### config.mk
export PLATFORM = sky130hd
export DESIGN_NAME = two_class_fifo_oldest_first_top
export DESIGN_NICKNAME = d
export VERILOG_FILES = /design/src/design/tcf_pkg.sv /design/src/design/tcf_queue.sv /design/src/design/tcf_dp.sv /design/src/design/tcf_ctrl.sv /design/src/design/two_class_fifo_oldest_first_top.sv
export SDC_FILE = /design/constraint.sdc
export NUM_CORES = 1
export LEC_CHECK = 0
export BUFFER_PORTS_ARGS = -buffer_cell sky130_fd_sc_hd__buf_4
export CELL_PAD_IN_SITES_DETAIL_PLACEMENT = 0
export CELL_PAD_IN_SITES_GLOBAL_PLACEMENT = 1
export CORE_AREA = 2 2 366 368
export DETAILED_ROUTE_END_ITERATION = 8
export DIE_AREA = 0 0 368 370
export HOLD_SLACK_MARGIN = 0.15
export MAX_ROUTING_LAYER = met4
export PLACE_DENSITY = 0.67
export SLEW_MARGIN = 20
export SYNTH_ARGS = -nofsm -noshare
export SYNTH_HDL_FRONTEND = slang
export SYNTH_SLANG_ARGS = --single-unit
export TNS_END_PERCENT = 100
### constraint.sdc
create_clock -name i_clk -period 7.5 [get_ports i_clk]
set_input_delay 1.125 -clock i_clk [delete_from_list [all_inputs] [get_ports i_clk]]
set_output_delay 1.125 -clock i_clk [all_outputs]
set_load 0.02 [all_outputs]
### src/design/tcf_pkg.sv
`timescale 1ns / 1ps
// Shared types and constants for the two-class oldest-first FIFO.
package tcf_pkg;

    localparam int QUEUE_DEPTH = 16;
    localparam int PAYLOAD_W   = 32;
    localparam int STAMP_W     = 6;
    localparam int ADDR_W      = $clog2(QUEUE_DEPTH);
    localparam int COUNT_W     = ADDR_W + 1;

    typedef enum logic [1:0] {
        OP_ENQ    = 2'd0,
        OP_ANY    = 2'd1,
        OP_FIRST  = 2'd2,
        OP_SECOND = 2'd3
    } t_op;

    typedef enum logic [1:0] {
        STS_OK    = 2'd0,
        STS_EMPTY = 2'd1,
        STS_FULL  = 2'd2
    } t_status;

    typedef enum logic {
        ST_IDLE = 1'b0,
        ST_EXEC = 1'b1
    } t_state;

    typedef struct packed {
        t_op                  op;
        logic                 kind;
        logic [PAYLOAD_W-1:0] payload;
    } t_in_beat;

    typedef struct packed {
        logic                 item_valid;
        logic                 item_kind;
        logic [PAYLOAD_W-1:0] item_payload;
        t_status              status;
        logic                 first_empty;
        logic                 second_empty;
    } t_out_beat;

    typedef struct packed {
        logic [PAYLOAD_W-1:0] payload;
        logic [STAMP_W-1:0]   stamp;
    } t_entry;

    typedef struct packed {
        logic empty;
        logic full;
        logic last;
    } t_q_status;

    typedef struct packed {
        logic load;
        logic commit;
    } t_dp_cmd;

    typedef struct packed {
        logic out_free;
    } t_dp_status;

endpackage

### src/design/tcf_queue.sv
`timescale 1ns / 1ps
// One class queue: circular store with head pointer, fill count and registered head read.
module tcf_queue (
    input  logic               i_clk,
    input  logic               i_rst_n,
    input  logic               i_load,
    input  logic               i_push,
    input  logic               i_pop,
    input  tcf_pkg::t_entry    i_wdata,
    output tcf_pkg::t_entry    o_rd,
    output tcf_pkg::t_q_status o_status
);

    localparam logic [tcf_pkg::COUNT_W-1:0] DEPTH_C = tcf_pkg::COUNT_W'(tcf_pkg::QUEUE_DEPTH);
    localparam logic [tcf_pkg::ADDR_W-1:0]  LAST_C  = tcf_pkg::ADDR_W'(tcf_pkg::QUEUE_DEPTH - 1);

    tcf_pkg::t_entry               r_mem [tcf_pkg::QUEUE_DEPTH];
    tcf_pkg::t_entry               r_rd;
    logic [tcf_pkg::ADDR_W-1:0]    r_head;
    logic [tcf_pkg::ADDR_W-1:0]    n_head;
    logic [tcf_pkg::COUNT_W-1:0]   r_count;
    logic [tcf_pkg::COUNT_W-1:0]   n_count;
    logic [tcf_pkg::COUNT_W-1:0]   tail_sum;
    logic [tcf_pkg::ADDR_W-1:0]    tail;

    always_comb begin
        tail_sum = {1'b0, r_head} + r_count;
        if (tail_sum >= DEPTH_C) begin
            tail_sum = tail_sum - DEPTH_C;
        end
        tail = tail_sum[tcf_pkg::ADDR_W-1:0];

        n_head  = r_head;
        n_count = r_count;
        if (i_push) begin
            n_count = r_count + 1'b1;
        end else if (i_pop) begin
            n_count = r_count - 1'b1;
            n_head  = (r_head == LAST_C) ? '0 : r_head + 1'b1;
        end
    end

    always_ff @(posedge i_clk) begin
        if (i_push) begin
            r_mem[tail] <= i_wdata;
        end
        if (i_load) begin
            r_rd <= r_mem[r_head];
        end
    end

    always_ff @(posedge i_clk) begin
        if (!i_rst_n) begin
            r_head  <= '0;
            r_count <= '0;
        end else begin
            r_head  <= n_head;
            r_count <= n_count;
        end
    end

    assign o_rd           = r_rd;
    assign o_status.empty = (r_count == '0);
    assign o_status.full  = (r_count == DEPTH_C);
    assign o_status.last  = (r_count == tcf_pkg::COUNT_W'(1));

endmodule

### src/design/tcf_dp.sv
`timescale 1ns / 1ps
// Datapath: item registers, both class queues, stamp counter, oldest-head select, result register.
module tcf_dp (
    input  logic                i_clk,
    input  logic                i_rst_n,
    input  tcf_pkg::t_dp_cmd    i_cmd,
    output tcf_pkg::t_dp_status o_status,
    input  tcf_pkg::t_in_beat   i_in_data,
    output logic                o_out_valid,
    input  logic                i_out_ready,
    output tcf_pkg::t_out_beat  o_out_data
);

    tcf_pkg::t_op                   r_op;
    logic                           r_kind;
    logic [tcf_pkg::PAYLOAD_W-1:0]  r_payload;
    logic [tcf_pkg::STAMP_W-1:0]    r_stamp;
    logic                           r_out_valid;
    tcf_pkg::t_out_beat             r_out;
    tcf_pkg::t_out_beat             n_out;

    tcf_pkg::t_entry    f_rd;
    tcf_pkg::t_entry    s_rd;
    tcf_pkg::t_entry    wdata;
    tcf_pkg::t_q_status f_st;
    tcf_pkg::t_q_status s_st;
    tcf_pkg::t_status   n_sts;

    logic [tcf_pkg::STAMP_W-1:0] stamp_diff;
    logic push_first;
    logic push_second;
    logic take;
    logic take_second;
    logic pop_first;
    logic pop_second;

    assign wdata = '{payload: r_payload, stamp: r_stamp};

    tcf_queue u_first (
        .i_clk    (i_clk),
        .i_rst_n  (i_rst_n),
        .i_load   (i_cmd.load),
        .i_push   (i_cmd.commit && push_first),
        .i_pop    (i_cmd.commit && pop_first),
        .i_wdata  (wdata),
        .o_rd     (f_rd),
        .o_status (f_st)
    );

    tcf_queue u_second (
        .i_clk    (i_clk),
        .i_rst_n  (i_rst_n),
        .i_load   (i_cmd.load),
        .i_push   (i_cmd.commit && push_second),
        .i_pop    (i_cmd.commit && pop_second),
        .i_wdata  (wdata),
        .o_rd     (s_rd),
        .o_status (s_st)
    );

    always_comb begin
        stamp_diff  = f_rd.stamp - s_rd.stamp;
        push_first  = 1'b0;
        push_second = 1'b0;
        take        = 1'b0;
        take_second = 1'b0;
        n_sts       = tcf_pkg::STS_OK;
        case (r_op)
            tcf_pkg::OP_ENQ: begin
                if (r_kind ? s_st.full : f_st.full) begin
                    n_sts = tcf_pkg::STS_FULL;
                end else begin
                    push_first  = !r_kind;
                    push_second = r_kind;
                end
            end
            tcf_pkg::OP_ANY: begin
                if (f_st.empty && s_st.empty) begin
                    n_sts = tcf_pkg::STS_EMPTY;
                end else if (s_st.empty) begin
                    take = 1'b1;
                end else if (f_st.empty) begin
                    take        = 1'b1;
                    take_second = 1'b1;
                end else begin
                    take        = 1'b1;
                    take_second = !stamp_diff[tcf_pkg::STAMP_W-1];
                end
            end
            tcf_pkg::OP_FIRST: begin
                if (f_st.empty) begin
                    n_sts = tcf_pkg::STS_EMPTY;
                end else begin
                    take = 1'b1;
                end
            end
            tcf_pkg::OP_SECOND: begin
                if (s_st.empty) begin
                    n_sts = tcf_pkg::STS_EMPTY;
                end else begin
                    take        = 1'b1;
                    take_second = 1'b1;
                end
            end
            default: begin
                n_sts = tcf_pkg::STS_OK;
            end
        endcase
        pop_first  = take && !take_second;
        pop_second = take && take_second;

        n_out.item_valid   = take;
        n_out.item_kind    = take_second;
        n_out.item_payload = take ? (take_second ? s_rd.payload : f_rd.payload) : '0;
        n_out.status       = n_sts;
        n_out.first_empty  = push_first ? 1'b0 : (pop_first ? f_st.last : f_st.empty);
        n_out.second_empty = push_second ? 1'b0 : (pop_second ? s_st.last : s_st.empty);
    end

    always_ff @(posedge i_clk) begin
        if (i_cmd.load) begin
            r_op      <= i_in_data.op;
            r_kind    <= i_in_data.kind;
            r_payload <= i_in_data.payload;
        end
        if (i_cmd.commit) begin
            r_out <= n_out;
        end
    end

    always_ff @(posedge i_clk) begin
        if (!i_rst_n) begin
            r_stamp     <= '0;
            r_out_valid <= 1'b0;
        end else begin
            if (i_cmd.commit && (push_first || push_second)) begin
                r_stamp <= r_stamp + 1'b1;
            end
            if (i_cmd.commit) begin
                r_out_valid <= 1'b1;
            end else if (i_out_ready) begin
                r_out_valid <= 1'b0;
            end
        end
    end

    assign o_status.out_free = !r_out_valid || i_out_ready;
    assign o_out_valid       = r_out_valid;
    assign o_out_data        = r_out;

endmodule

### src/design/tcf_ctrl.sv
`timescale 1ns / 1ps
// Controller: accepts one beat, then commits it once the result register is free.
module tcf_ctrl (
    input  logic                i_clk,
    input  logic                i_rst_n,
    input  logic                i_in_valid,
    output logic                o_in_ready,
    input  tcf_pkg::t_dp_status i_status,
    output tcf_pkg::t_dp_cmd    o_cmd
);

    tcf_pkg::t_state r_state;
    tcf_pkg::t_state n_state;

    always_ff @(posedge i_clk) begin
        if (!i_rst_n) begin
            r_state <= tcf_pkg::ST_IDLE;
        end else begin
            r_state <= n_state;
        end
    end

    always_comb begin
        n_state      = r_state;
        o_in_ready   = 1'b0;
        o_cmd.load   = 1'b0;
        o_cmd.commit = 1'b0;
        case (r_state)
            tcf_pkg::ST_IDLE: begin
                o_in_ready = 1'b1;
                if (i_in_valid) begin
                    o_cmd.load = 1'b1;
                    n_state    = tcf_pkg::ST_EXEC;
                end
            end
            tcf_pkg::ST_EXEC: begin
                if (i_status.out_free) begin
                    o_cmd.commit = 1'b1;
                    n_state      = tcf_pkg::ST_IDLE;
                end
            end
            default: begin
                n_state = tcf_pkg::ST_IDLE;
            end
        endcase
    end

endmodule

### src/design/two_class_fifo_oldest_first_top.sv
`timescale 1ns / 1ps
// Top level of the two-class FIFO with oldest-first dequeue.
//
// Input channel (i_in_valid / o_in_ready / i_in_data) carries one operation per
// beat: enqueue into a class, dequeue the oldest head of either class, or dequeue
// the head of a named class. Output channel (o_out_valid / i_out_ready /
// o_out_data) returns exactly one result beat per operation: the dequeued item if
// any, a status code (ok, dequeue from empty, enqueue into full) and whether each
// queue is empty afterwards.
// Each queue holds 16 entries; each entry keeps the payload and a 6-bit arrival
// stamp taken from a counter shared by both classes.
// An accepted beat loads the item registers and the registered head read of each
// queue; the execute state then selects and commits the result. A new beat is not
// accepted until the previous one has been committed.
// The result register frees the input side: a new beat is accepted while the
// previous result waits; when the receiver stalls, the next beat is held in the
// item registers and the input stays not ready until the result register drains.
// Reset clears the state machine, queue pointers and counts, the stamp counter
// and the output valid flag; queue contents need no clearing.
module two_class_fifo_oldest_first_top (
    input  logic               i_clk,
    input  logic               i_rst_n,
    input  logic               i_in_valid,
    output logic               o_in_ready,
    input  tcf_pkg::t_in_beat  i_in_data,
    output logic               o_out_valid,
    input  logic               i_out_ready,
    output tcf_pkg::t_out_beat o_out_data
);

    tcf_pkg::t_dp_cmd    cmd;
    tcf_pkg::t_dp_status dp_status;

    tcf_ctrl u_ctrl (
        .i_clk      (i_clk),
        .i_rst_n    (i_rst_n),
        .i_in_valid (i_in_valid),
        .o_in_ready (o_in_ready),
        .i_status   (dp_status),
        .o_cmd      (cmd)
    );

    tcf_dp u_dp (
        .i_clk       (i_clk),
        .i_rst_n     (i_rst_n),
        .i_cmd       (cmd),
        .o_status    (dp_status),
        .i_in_data   (i_in_data),
        .o_out_valid (o_out_valid),
        .i_out_ready (i_out_ready),
        .o_out_data  (o_out_data)
    );

    a_busy_after_accept: assert property (@(posedge i_clk) disable iff (!i_rst_n)
        (i_in_valid && o_in_ready) |=> !o_in_ready)
        else $error("input accepted while previous beat still in progress");

    a_item_means_ok: assert property (@(posedge i_clk) disable iff (!i_rst_n)
        (o_out_valid && o_out_data.item_valid) |-> (o_out_data.status == tcf_pkg::STS_OK))
        else $error("dequeued item reported with error status");

    a_full_not_empty: assert property (@(posedge i_clk) disable iff (!i_rst_n)
        (o_out_valid && o_out_data.status == tcf_pkg::STS_FULL)
            |-> (!o_out_data.first_empty || !o_out_data.second_empty))
        else $error("full status reported while both queues empty");

endmodule
# After elaboration in Yosys (flattened, before gate mapping)
# Memories as Yosys holds them, arrays and structs flattened. A register that Yosys moved wholly into a read port is not among the register bits.
# Cells that the tools add are included.
[totals] register_bits=99 input_bits=39 mem_bits_rw=1216 elab_cells=108 n_memories=2 out_inout_bits=40
[op_classes] addsub=12 mux=42 n_lt_le_gt_ge=2 n_reduce_logical=22 bitwise=3 eq_ne=9
[memory_table] name="u_dp.u_first.r_mem" depth=16 width=38 rd=1 rd_clocked_by_memory_dff=1 wr=1 line_no="tcf_queue.sv:17" source="tcf_pkg::t_entry r_mem [tcf_pkg::QUEUE_DEPTH];"
[memory_table] name="u_dp.u_second.r_mem" depth=16 width=38 rd=1 rd_clocked_by_memory_dff=1 wr=1 line_no="tcf_queue.sv:17"
[ops] operator="two-way mux 32 bit" count=1
[ops] operator="two-way mux 1 bit" count=28
[ops] operator="two-way mux 5 bit" count=4
[ops] operator="two-way mux 4 bit" count=4
[ops] operator="adder 4 x 5 -> 5 bit" count=2
[ops] operator="adder 5 x 1 -> 5 bit, second input constant" count=2
[ops] operator="equality test 5 x 1 -> 1 bit, second input constant" count=2
[ops] operator="equality test 5 bit, second input constant" count=2
[ops] operator="greater-or-equal comparator 5 bit, second input constant" count=2
[ops] operator="logical NOT 5 bit" count=2
[ops] operator="subtractor 5 x 1 -> 5 bit, second input constant" count=2
[ops] operator="adder 4 x 1 -> 4 bit, second input constant" count=2
[ops] operator="equality test 4 bit, second input constant" count=2
[ops] operator="logical AND 1 bit" count=8
[ops] operator="case mux 2 bit (4 select lines)" count=1
[ops] operator="subtractor 4 x 1 -> 4 bit, second input constant" count=2
[ops] operator="adder 6 x 1 -> 6 bit, second input constant" count=1
[ops] operator="nonzero test 2 bit" count=3
[ops] operator="subtractor 6 bit" count=1
[ops] operator="equality test 2 bit, second input constant" count=2
[ops] operator="logical NOT 1 bit" count=4
[ops] operator="case mux 1 bit (2 select lines)" count=2
[ops] operator="AND reduction 2 bit" count=2
[ops] operator="NOT 1 bit" count=3
[ops] operator="5 further kinds" count=6

# Logic depth before layout (Yosys ltp)
# Gate-level depths: netlist (run 1).
[depth] depth_word=11 ltp_mapped=11 mapped_depth_nobuf=9

# Cells and area by module
# From an unflattened synthesis (run 1), not the netlist that was laid out.
[hier_totals] hier_cells=2392 hier_area_um2=52686.8
[by_module_without_submodules] mod="tcf_queue at u_dp.u_first" area_per_inst_um2=24609.9 instances=1 seq_area_each_um2=19578.8 cells_per_inst=1065
[by_module_without_submodules] mod="tcf_queue at u_dp.u_second" area_per_inst_um2=24599.8 instances=1 seq_area_each_um2=19578.8 cells_per_inst=1065
[by_module_without_submodules] mod="tcf_dp" area_per_inst_um2=3427.0 instances=1 seq_area_each_um2=2332.2 cells_per_inst=256
[by_module_without_submodules] mod="tcf_ctrl" area_per_inst_um2=50.0 instances=1 seq_area_each_um2=20.0 cells_per_inst=6

# Worst setup path after synthesis (run 1)
# OpenSTA, ideal clock, no wires.
[synth_timing] path_kind="input port to flip-flop" from="input i_in_valid" to="register u_dp.r_kind, enable pin" path_stages=1 n_path_buf=0 setup_time_ns=0.595 path_slack_ns=0.957 t_required_ns=6.905 t_arrival_ns=5.947 cell_sequence="nor2b_1"
[synth_via] elab_chain_len=2
[synth_rtl] element="from (decl)" line_no="two_class_fifo_oldest_first_top.sv:23" source="input logic i_in_valid,"
[synth_rtl] element="two-way mux 1 bit" line_no="tcf_ctrl.sv:31" source="if (i_in_valid) begin"
[synth_rtl] element="two-way mux 1 bit" line_no="tcf_ctrl.sv:28" source="case (r_state)"
[synth_rtl] element="to (signal assigned)" line_no="tcf_dp.sv:123" source="r_kind <= i_in_data.kind;"
[synth_rtl] element="to (decl)" line_no="tcf_dp.sv:15" source="logic r_kind;"
# No other way between the ends.
# A chain may end at the register's enable or synchronous reset.

# Worst setup path in the final report (run 1)
[layout_timing] from="register u_dp.u_first.r_head[1] (netlist name)" to="memory u_dp.u_first.r_mem[6][23] (netlist name), enable pin"
[layout_via] elab_chain_len=3 word_cells_on_any_way=4 cone_classes="2 x add/sub; 1 x order compare; 1 x mux"
[layout_rtl] element="from (decl)" line_no="tcf_queue.sv:19" source="logic [tcf_pkg::ADDR_W-1:0] r_head;"
[layout_rtl] element="from (signal assigned)" line_no="tcf_queue.sv:57" source="r_head <= n_head;"
[layout_rtl] element="adder 4 x 5 -> 5 bit *" line_no="tcf_queue.sv:27" source="tail_sum = {1'b0, r_head} + r_count;"
[layout_rtl] element="subtractor 4 x 1 -> 4 bit or greater-or-equal comparator 5 bit (tied branches)" line_no="tcf_queue.sv:29, tcf_queue.sv:28"
[layout_rtl] element="two-way mux 4 bit *" line_no="tcf_queue.sv:28" source="if (tail_sum >= DEPTH_C) begin"
[layout_rtl] element="to (decl)" line_no="tcf_queue.sv:17"
# Every way passes the cells marked *; elsewhere a longest branch is shown, timed or not.

==> metrics.csv, run 1 <==
stage,metric,value,unit
outcome,status,finished clean,
grt,grt-ovfl-total,0,
setup_path,crit_path_end_kind,register,
yosys,yosysSeqAreaShare,79.0,%
die,coreArea,132000,um^2
die,start_util,39.7,%
setup_path,reg2regPathDepth,7,
yosys,synth_xor_area_share,0.283,%
drt,first_pass_iters,5,
yosys,muxShareOfSynthArea,16.5,%
timing,tns,0,ns
cells_and_area,fin_util,45.5,%
drt,drc,0,
power_and_ir_drop,powerDensity,266,nW/um^2
grt,grtUsageTotal,17.6,%
yosys,synth_top_family_by_area,multiplexers,
place,place.detailed.hpwl,61500,um
timing,rsz0062_at_grt,false,
clock_tree,postCtsSetupRepairBufs,0,
clock_tree,clockRootBuffer,clkbuf_16,
clock_tree,post_cts_resized,0,
yosys,avgSynthCellArea,23.6,um^2
timing,setup_viol_count_final,0,
setup_path,crit_type,register to register,
yosys,ys_top_cells_by_area,"edfxtp_1, mux4_2, dfxtp_1, nand2_1, ha_1",
die,io_pins,79,
timing,fin_ws,3.61,ns
cells_and_area,layout.nets,2460,
power_and_ir_drop,ir_drop,0.187,mV
yosys,synth_top_area_share,78.0,%
setup_path,r2r_setup_slack,3.61,ns
timing,worst_pin_slew,1.06,ns
setup_path,path_max_fanout,54,
clock_tree,cts_made_buffers,144,
timing,maxSlewHeadroom,29.0,%
die,dieArea,136000,um^2
yosys,synth_compound_area_share,0.943,%
clock_tree,clock_path_buffers,3,
yosys,yosysTopAreaCell,edfxtp_1,
yosys,synth_edf_count,1365,
grt,grt_pass1_wl,170000,um
place,preCtsSetupSlack,2.91,ns
clock_tree,hold_buffers,0,
place,place_area,55600,um^2
clock_tree,cts_tree,built,
timing,fin_crit_sh,51.9,%
drt,drt-wirelength-per-cell,26.8,um
drt,vias_per_cell,5.48,
cells_and_area,design_area,60200,um^2
drt,antenna_left,0,
yosys,synth-simple-area-share,1.76,%
worst_hold_path,hold_path.class,register to register,
timing,hold-worst-slack,0.501,ns
yosys,synth_nets,2285,
place,dp.cells,4014,
yosys,yosys_warnings,0,
clock_tree,clk_pin_slew,0.06,ns
setup_path,arrival,4.27,ns
cells_and_area,layout.cells.non_filler,4283,
run,drv_cap,0,
yosys,yosys.cell_types.count,51,
grt,antenna_found_initial,0,
place,place_congestion,0.794,
power_and_ir_drop,totalPowerFinal,16.0,mW
setup_path,critPathRequiredTime,7.88,ns
die,rows,134,
timing,skew,0.0240,ns
timing,fmax,257,MHz
grt,grt_max_degree,120,
cells_and_area,n_antenna_cell,0,
clock_tree,ctsHtreeMaxLevel,4,
die,dieWidth,368,um
clock_tree,clkLatencyLatePin,0.75,ns
clock_tree,cts_sinks,1391,
grt,grt_pass1_vias,24700,
yosys,ys_ff_latch,1391,
cells_and_area,final_layout_size_suffix_gt1_share,30.3,%
drt,route.final.wire_length,115000,um
timing,finalHoldViolations,0,
drt,drt-initial-drc-count,2678,
die,die_h,370,um
timing,min_period,3.89,ns
place,io_buffers,78,
setup_path,start_kind,register,
timing,drv_slew,0,
drt,vias,23500,
yosys,async_flop_share,0,%
cells_and_area,syn2layout_area_growth,14.7,%
cells_and_area,nFillCells,11000,
yosys,synth_ff_type,edfxtp_1,
power_and_ir_drop,p_leak,18.1,nW
yosys,synth_area,52500,um^2
yosys,synthCells,2224,
worst_hold_path,worstHoldPathCells,2,
yosys,synthAdderAreaFrac,0.553,%
## synth_stat cells (12+ instances only)
cell	n
mux4_2	380
ha_1	20
nand2_1	96
inv_1	13
nor2_1	33
edfxtp_1	1365
o21ai_0	45
clkbuf_1	55
buf_1	33
a21oi_1	14
buf_2	20
nor4_1	12
nand3_1	13
dfxtp_1	26
## sequential cells by signal, summed over array words and instances, names as in the netlist
signal	cells
u_dp.r_op	2
u_dp.u_second.r_mem	608
u_dp.u_second.r_count	5
u_dp.o_out_data	38
u_dp.u_first.r_head	4
u_dp.r_kind	1
u_dp.u_second.o_rd	38
u_dp.o_out_valid	1
u_dp.u_first.r_count	5
u_ctrl.r_state	1
u_dp.r_payload	32
u_dp.u_first.r_mem	608
u_dp.u_second.r_head	4
u_dp.r_stamp	6
u_dp.u_first.o_rd	38
## worst paths after layout
| path | from | to |
|---|---|---|
| min | u_dp.u_second.r_count[4] | u_dp.u_second.r_count[4] |
| min reg2reg | u_dp.u_second.r_count[4] | u_dp.u_second.r_count[4] |
| max reg2reg | u_dp.u_first.r_head[1] | u_dp.u_first.r_mem[6][23] |
| max | u_dp.u_first.r_head[1] | u_dp.u_first.r_mem[6][23] |
## area by class of cell
type | count | area (um^2) | area share (%)
Sequential cell | 1391 | 41500 | 69.0
Multi-Input combinational cell | 708 | 10700 | 17.8
Inverter | 15 | 58.8 | 0.0976
Clock buffer | 181 | 3760 | 6.25
Timing Repair Buffer | 139 | 1130 | 1.88
Tap cell | 1768 | 2210 | 3.67
Clock inverter | 81 | 788 | 1.31
## critical path, cell delays in order (launching register included)
cell and delay, ns:
dfxtp_4 0.94, ha_1 0.36, a21o_1 0.15, a21oi_1 0.25, xnor2_1 0.18, nand2_1 0.26
nor2_4 0.78, buf_4 0.52
## cell families (layout without fill, tap and decap cells)
group	count (synthesis)	after routing
xor gates and xnor gates	17	17
adders and majority gates	22	22
AOI/OAI and AO/OA	84	84
muxes	389	389
and+or+nand+nor	196	196
buffers and inverters	125	416
DFF	1391	1391
## placed cells by master (no fill, tap or decap), types with 3 or more instances in the layout
cell type   Yosys  layout
mux4_2        380     380
dfxtp_1        26      13
nand2b_1        7       7
edfxtp_1     1365    1365
inv_1          13      12
o21ai_0        45      45
a21oi_1        14      14
clkinvlp_4      0       5
nand2_1        96      96
a31oi_1         5       5
clkinv_2        0      19
dfxtp_4         0       7
or3_1           3       3
clkbuf_1       55      36
nor2_1         33      13
clkinv_1        1      35
mux2i_1         9       9
and3_1          3       3
nor4_2          0      12
clkinv_8        0       8
clkbuf_16       0     145
inv_16          0       6
buf_8           0       5
buf_4           0     131
dfxtp_2         0       6
xnor2_1         9       9
nand4_1         5       5
xor2_1          8       8
a21o_1          4       4
bufinv_16       0       9
nand3_1        13      13
ha_1           20      20
nor3_1          9       9
nor2_4          0      20
## power breakdown
part	total [mW]	switching [mW]	internal (mW)
clock network	6.88	2.97	3.91
logic	0.396	0.231	0.165
registers	8.74	0.127	8.62
## routing by layer
metal	share of wire (%)	wire, um	vias up	GRT usage, %
met2	49	56600	729	27.6
met5	0	0	-	-
met4	1.9	2150	0	4.52
met3	5.5	6360	159	2.87
met1	43	49700	12800	24.2
li1	-	-	9836	-
(Power assumes the default switching activity.)
==> run 2: changes to the inputs <==
PLACE_DENSITY = 0.69   (was 0.67)
clock period = 3.4 ns   (was 7.5 ns; I/O delays follow)
==> metrics.csv, run 2 (synthesized netlist as in run 1, its figures left out) <==
stage,metric,value,unit
place,dp.cells,4059,
worst_hold_path,hold_path.class,input port to register,
clock_tree,ctsHtreeMaxLevel,4,
grt,grtUsageTotal,18.3,%
setup_path,start_kind,register,
drt,antenna_left,0,
timing,finalHoldViolations,0,
timing,fmax,326,MHz
die,rows,134,
timing,skew,0.0243,ns
place,io_buffers,78,
die,dieWidth,368,um
setup_path,r2r_end,u_dp.o_out_data[30],
cells_and_area,final_common_cell,edfxtp_1,
place,place_area,56300,um^2
timing,min_period,3.07,ns
grt,grt_pass1_wl,176000,um
setup_path,crit_path_end,u_dp.o_out_data[30],
setup_path,critPathLaunch,u_dp.u_first.r_count[0],
cells_and_area,n_antenna_cell,0,
drt,drt-wirelength-per-cell,27.5,um
power_and_ir_drop,p_leak,18.6,nW
clock_tree,cts_tree,built,
timing,fin_crit_sh,90.3,%
grt,antenna_found_initial,2,
clock_tree,cts_made_buffers,145,
cells_and_area,nFillCells,10900,
clock_tree,clk_pin_slew,0.06,ns
timing,setup_viol_count_final,0,
power_and_ir_drop,totalPowerFinal,35.7,mW
timing,tns,0,ns
setup_path,r2r_setup_slack,0.33,ns
setup_path,reg2regPathDepth,8,
grt,grt_max_degree,93,
cells_and_area,syn2layout_area_growth,16.9,%
drt,drt-initial-drc-count,2846,
power_and_ir_drop,powerDensity,582,nW/um^2
clock_tree,clkLatencyLatePin,0.74,ns
die,coreArea,132000,um^2
setup_path,critPathRequiredTime,3.90,ns
cells_and_area,most-common-layout-cells,"edfxtp_1, mux4_2, buf_4",
setup_path,path_max_fanout,19,
cells_and_area,design_area,61400,um^2
drt,route.final.wire_length,120000,um
clock_tree,postCtsSetupRepairBufs,0,
cells_and_area,fin_util,46.3,%
timing,maxSlewHeadroom,26.8,%
grt,grt-ovfl-total,0,
setup_path,crit_path_end_kind,register,
run,drv_cap,0,
setup_path,crit_type,register to register,
die,die_h,370,um
die,io_pins,79,
drt,vias_per_cell,5.52,
drt,vias,24100,
clock_tree,clock_path_buffers,3,
clock_tree,cts_sinks,1391,
timing,fin_ws,0.331,ns
clock_tree,clockRootBuffer,clkbuf_16,
timing,rsz0062_at_grt,false,
timing,hold-worst-slack,0.490,ns
cells_and_area,top_regs,"u_dp.u_first.r_mem: 608 flops, u_dp.u_second.r_mem: 608 flops",
cells_and_area,layout.nets,2539,
cells_and_area,layout.cells.non_filler,4366,
setup_path,r2r_start,u_dp.u_first.r_count[0],
place,place.detailed.hpwl,64100,um
place,place_congestion,0.780,
drt,first_pass_iters,5,
die,start_util,39.7,%
cells_and_area,final_layout_size_suffix_gt1_share,30.9,%
drt,drc,0,
grt,grt_pass1_vias,25200,
timing,drv_slew,0,
power_and_ir_drop,ir_drop,0.428,mV
timing,worst_pin_slew,1.10,ns
outcome,status,finished clean,
setup_path,arrival,3.57,ns
place,preCtsSetupSlack,0.213,ns
die,dieArea,136000,um^2
## run 2: cell types whose count changed in the layout (fill, tap and decap cells not counted), sizes merged
cell         change
clkinv           +2
clkbuf           +1
dlygate4sd3     +39
inv              -1
buf             +39
bufinv           +3
## run 2: worst max-delay path: stages (launching register included)
cell	delay [ns]
dfxtp_1	0.55
inv_1	0.16
ha_1	0.28
nor4b_4	0.16
o211ai_1	0.27
a22o_4	0.53
buf_4	0.42
nand2_1	0.09
o21ai_0	0.34
## run 2: layout make-up
| type | instances | area, um^2 | area share [%] |
|---|---|---|---|
| clock inverters | 85 | 803 | 1.31 |
| multi-input cells | 708 | 10900 | 17.7 |
| repair buffers | 217 | 2060 | 3.35 |
| flip-flops and latches | 1391 | 41500 | 67.7 |
| well taps | 1768 | 2210 | 3.60 |
| inverters | 15 | 58.8 | 0.0958 |
| clock buffers | 182 | 3860 | 6.29 |
## run 2: repair_timing
action | in CTS | in global routing
hold buffers | 39 | 0
resized for setup | 0 | 1
endpoints found under the setup margin | 0 | 3
endpoints found under the hold margin | 45 | 0
## run 2: layer usage
| layer | vias to the layer above | track usage [%] | wire [um] |
|---|---|---|---|
| li1 | 9989 | - | - |
| met1 | 13000 | 25.3 | 50000 |
| met4 | 0 | 4.43 | 2150 |
| met3 | 163 | 3.29 | 9010 |
| met2 | 1000 | 28.6 | 59000 |
| met5 | - | - | 0 |
## run 2: worst min-delay path by stage
| stage | from | end | slack (ns) | cells after the start |
|---|---|---|---|---|
| 4_1_cts | i_in_data[10] | u_dp.r_payload[10] | 0.43 | 2 |
| 6_report | i_in_data[10] | u_dp.r_payload[10] | 0.49 | 2 |
| 5_1_grt | i_in_data[23] | u_dp.r_payload[23] | 0.46 | 2 |
| 3_3_place_gp | u_dp.u_second.r_count[4] | u_dp.u_second.r_count[4] | 0.50 | 2 |
| 3_5_place_dp | u_dp.u_second.o_rd[21] | u_dp.o_out_data[19] | 0.51 | 2 |
| 2_1_floorplan | u_dp.u_second.r_count[4] | u_dp.u_second.r_count[4] | 0.47 | 2 |
## run 2: power breakdown
group / internal, mW / switching, mW
Clock: 9.00 / 6.47
Combinational: 0.412 / 0.573
Sequential: 19.0 / 0.262
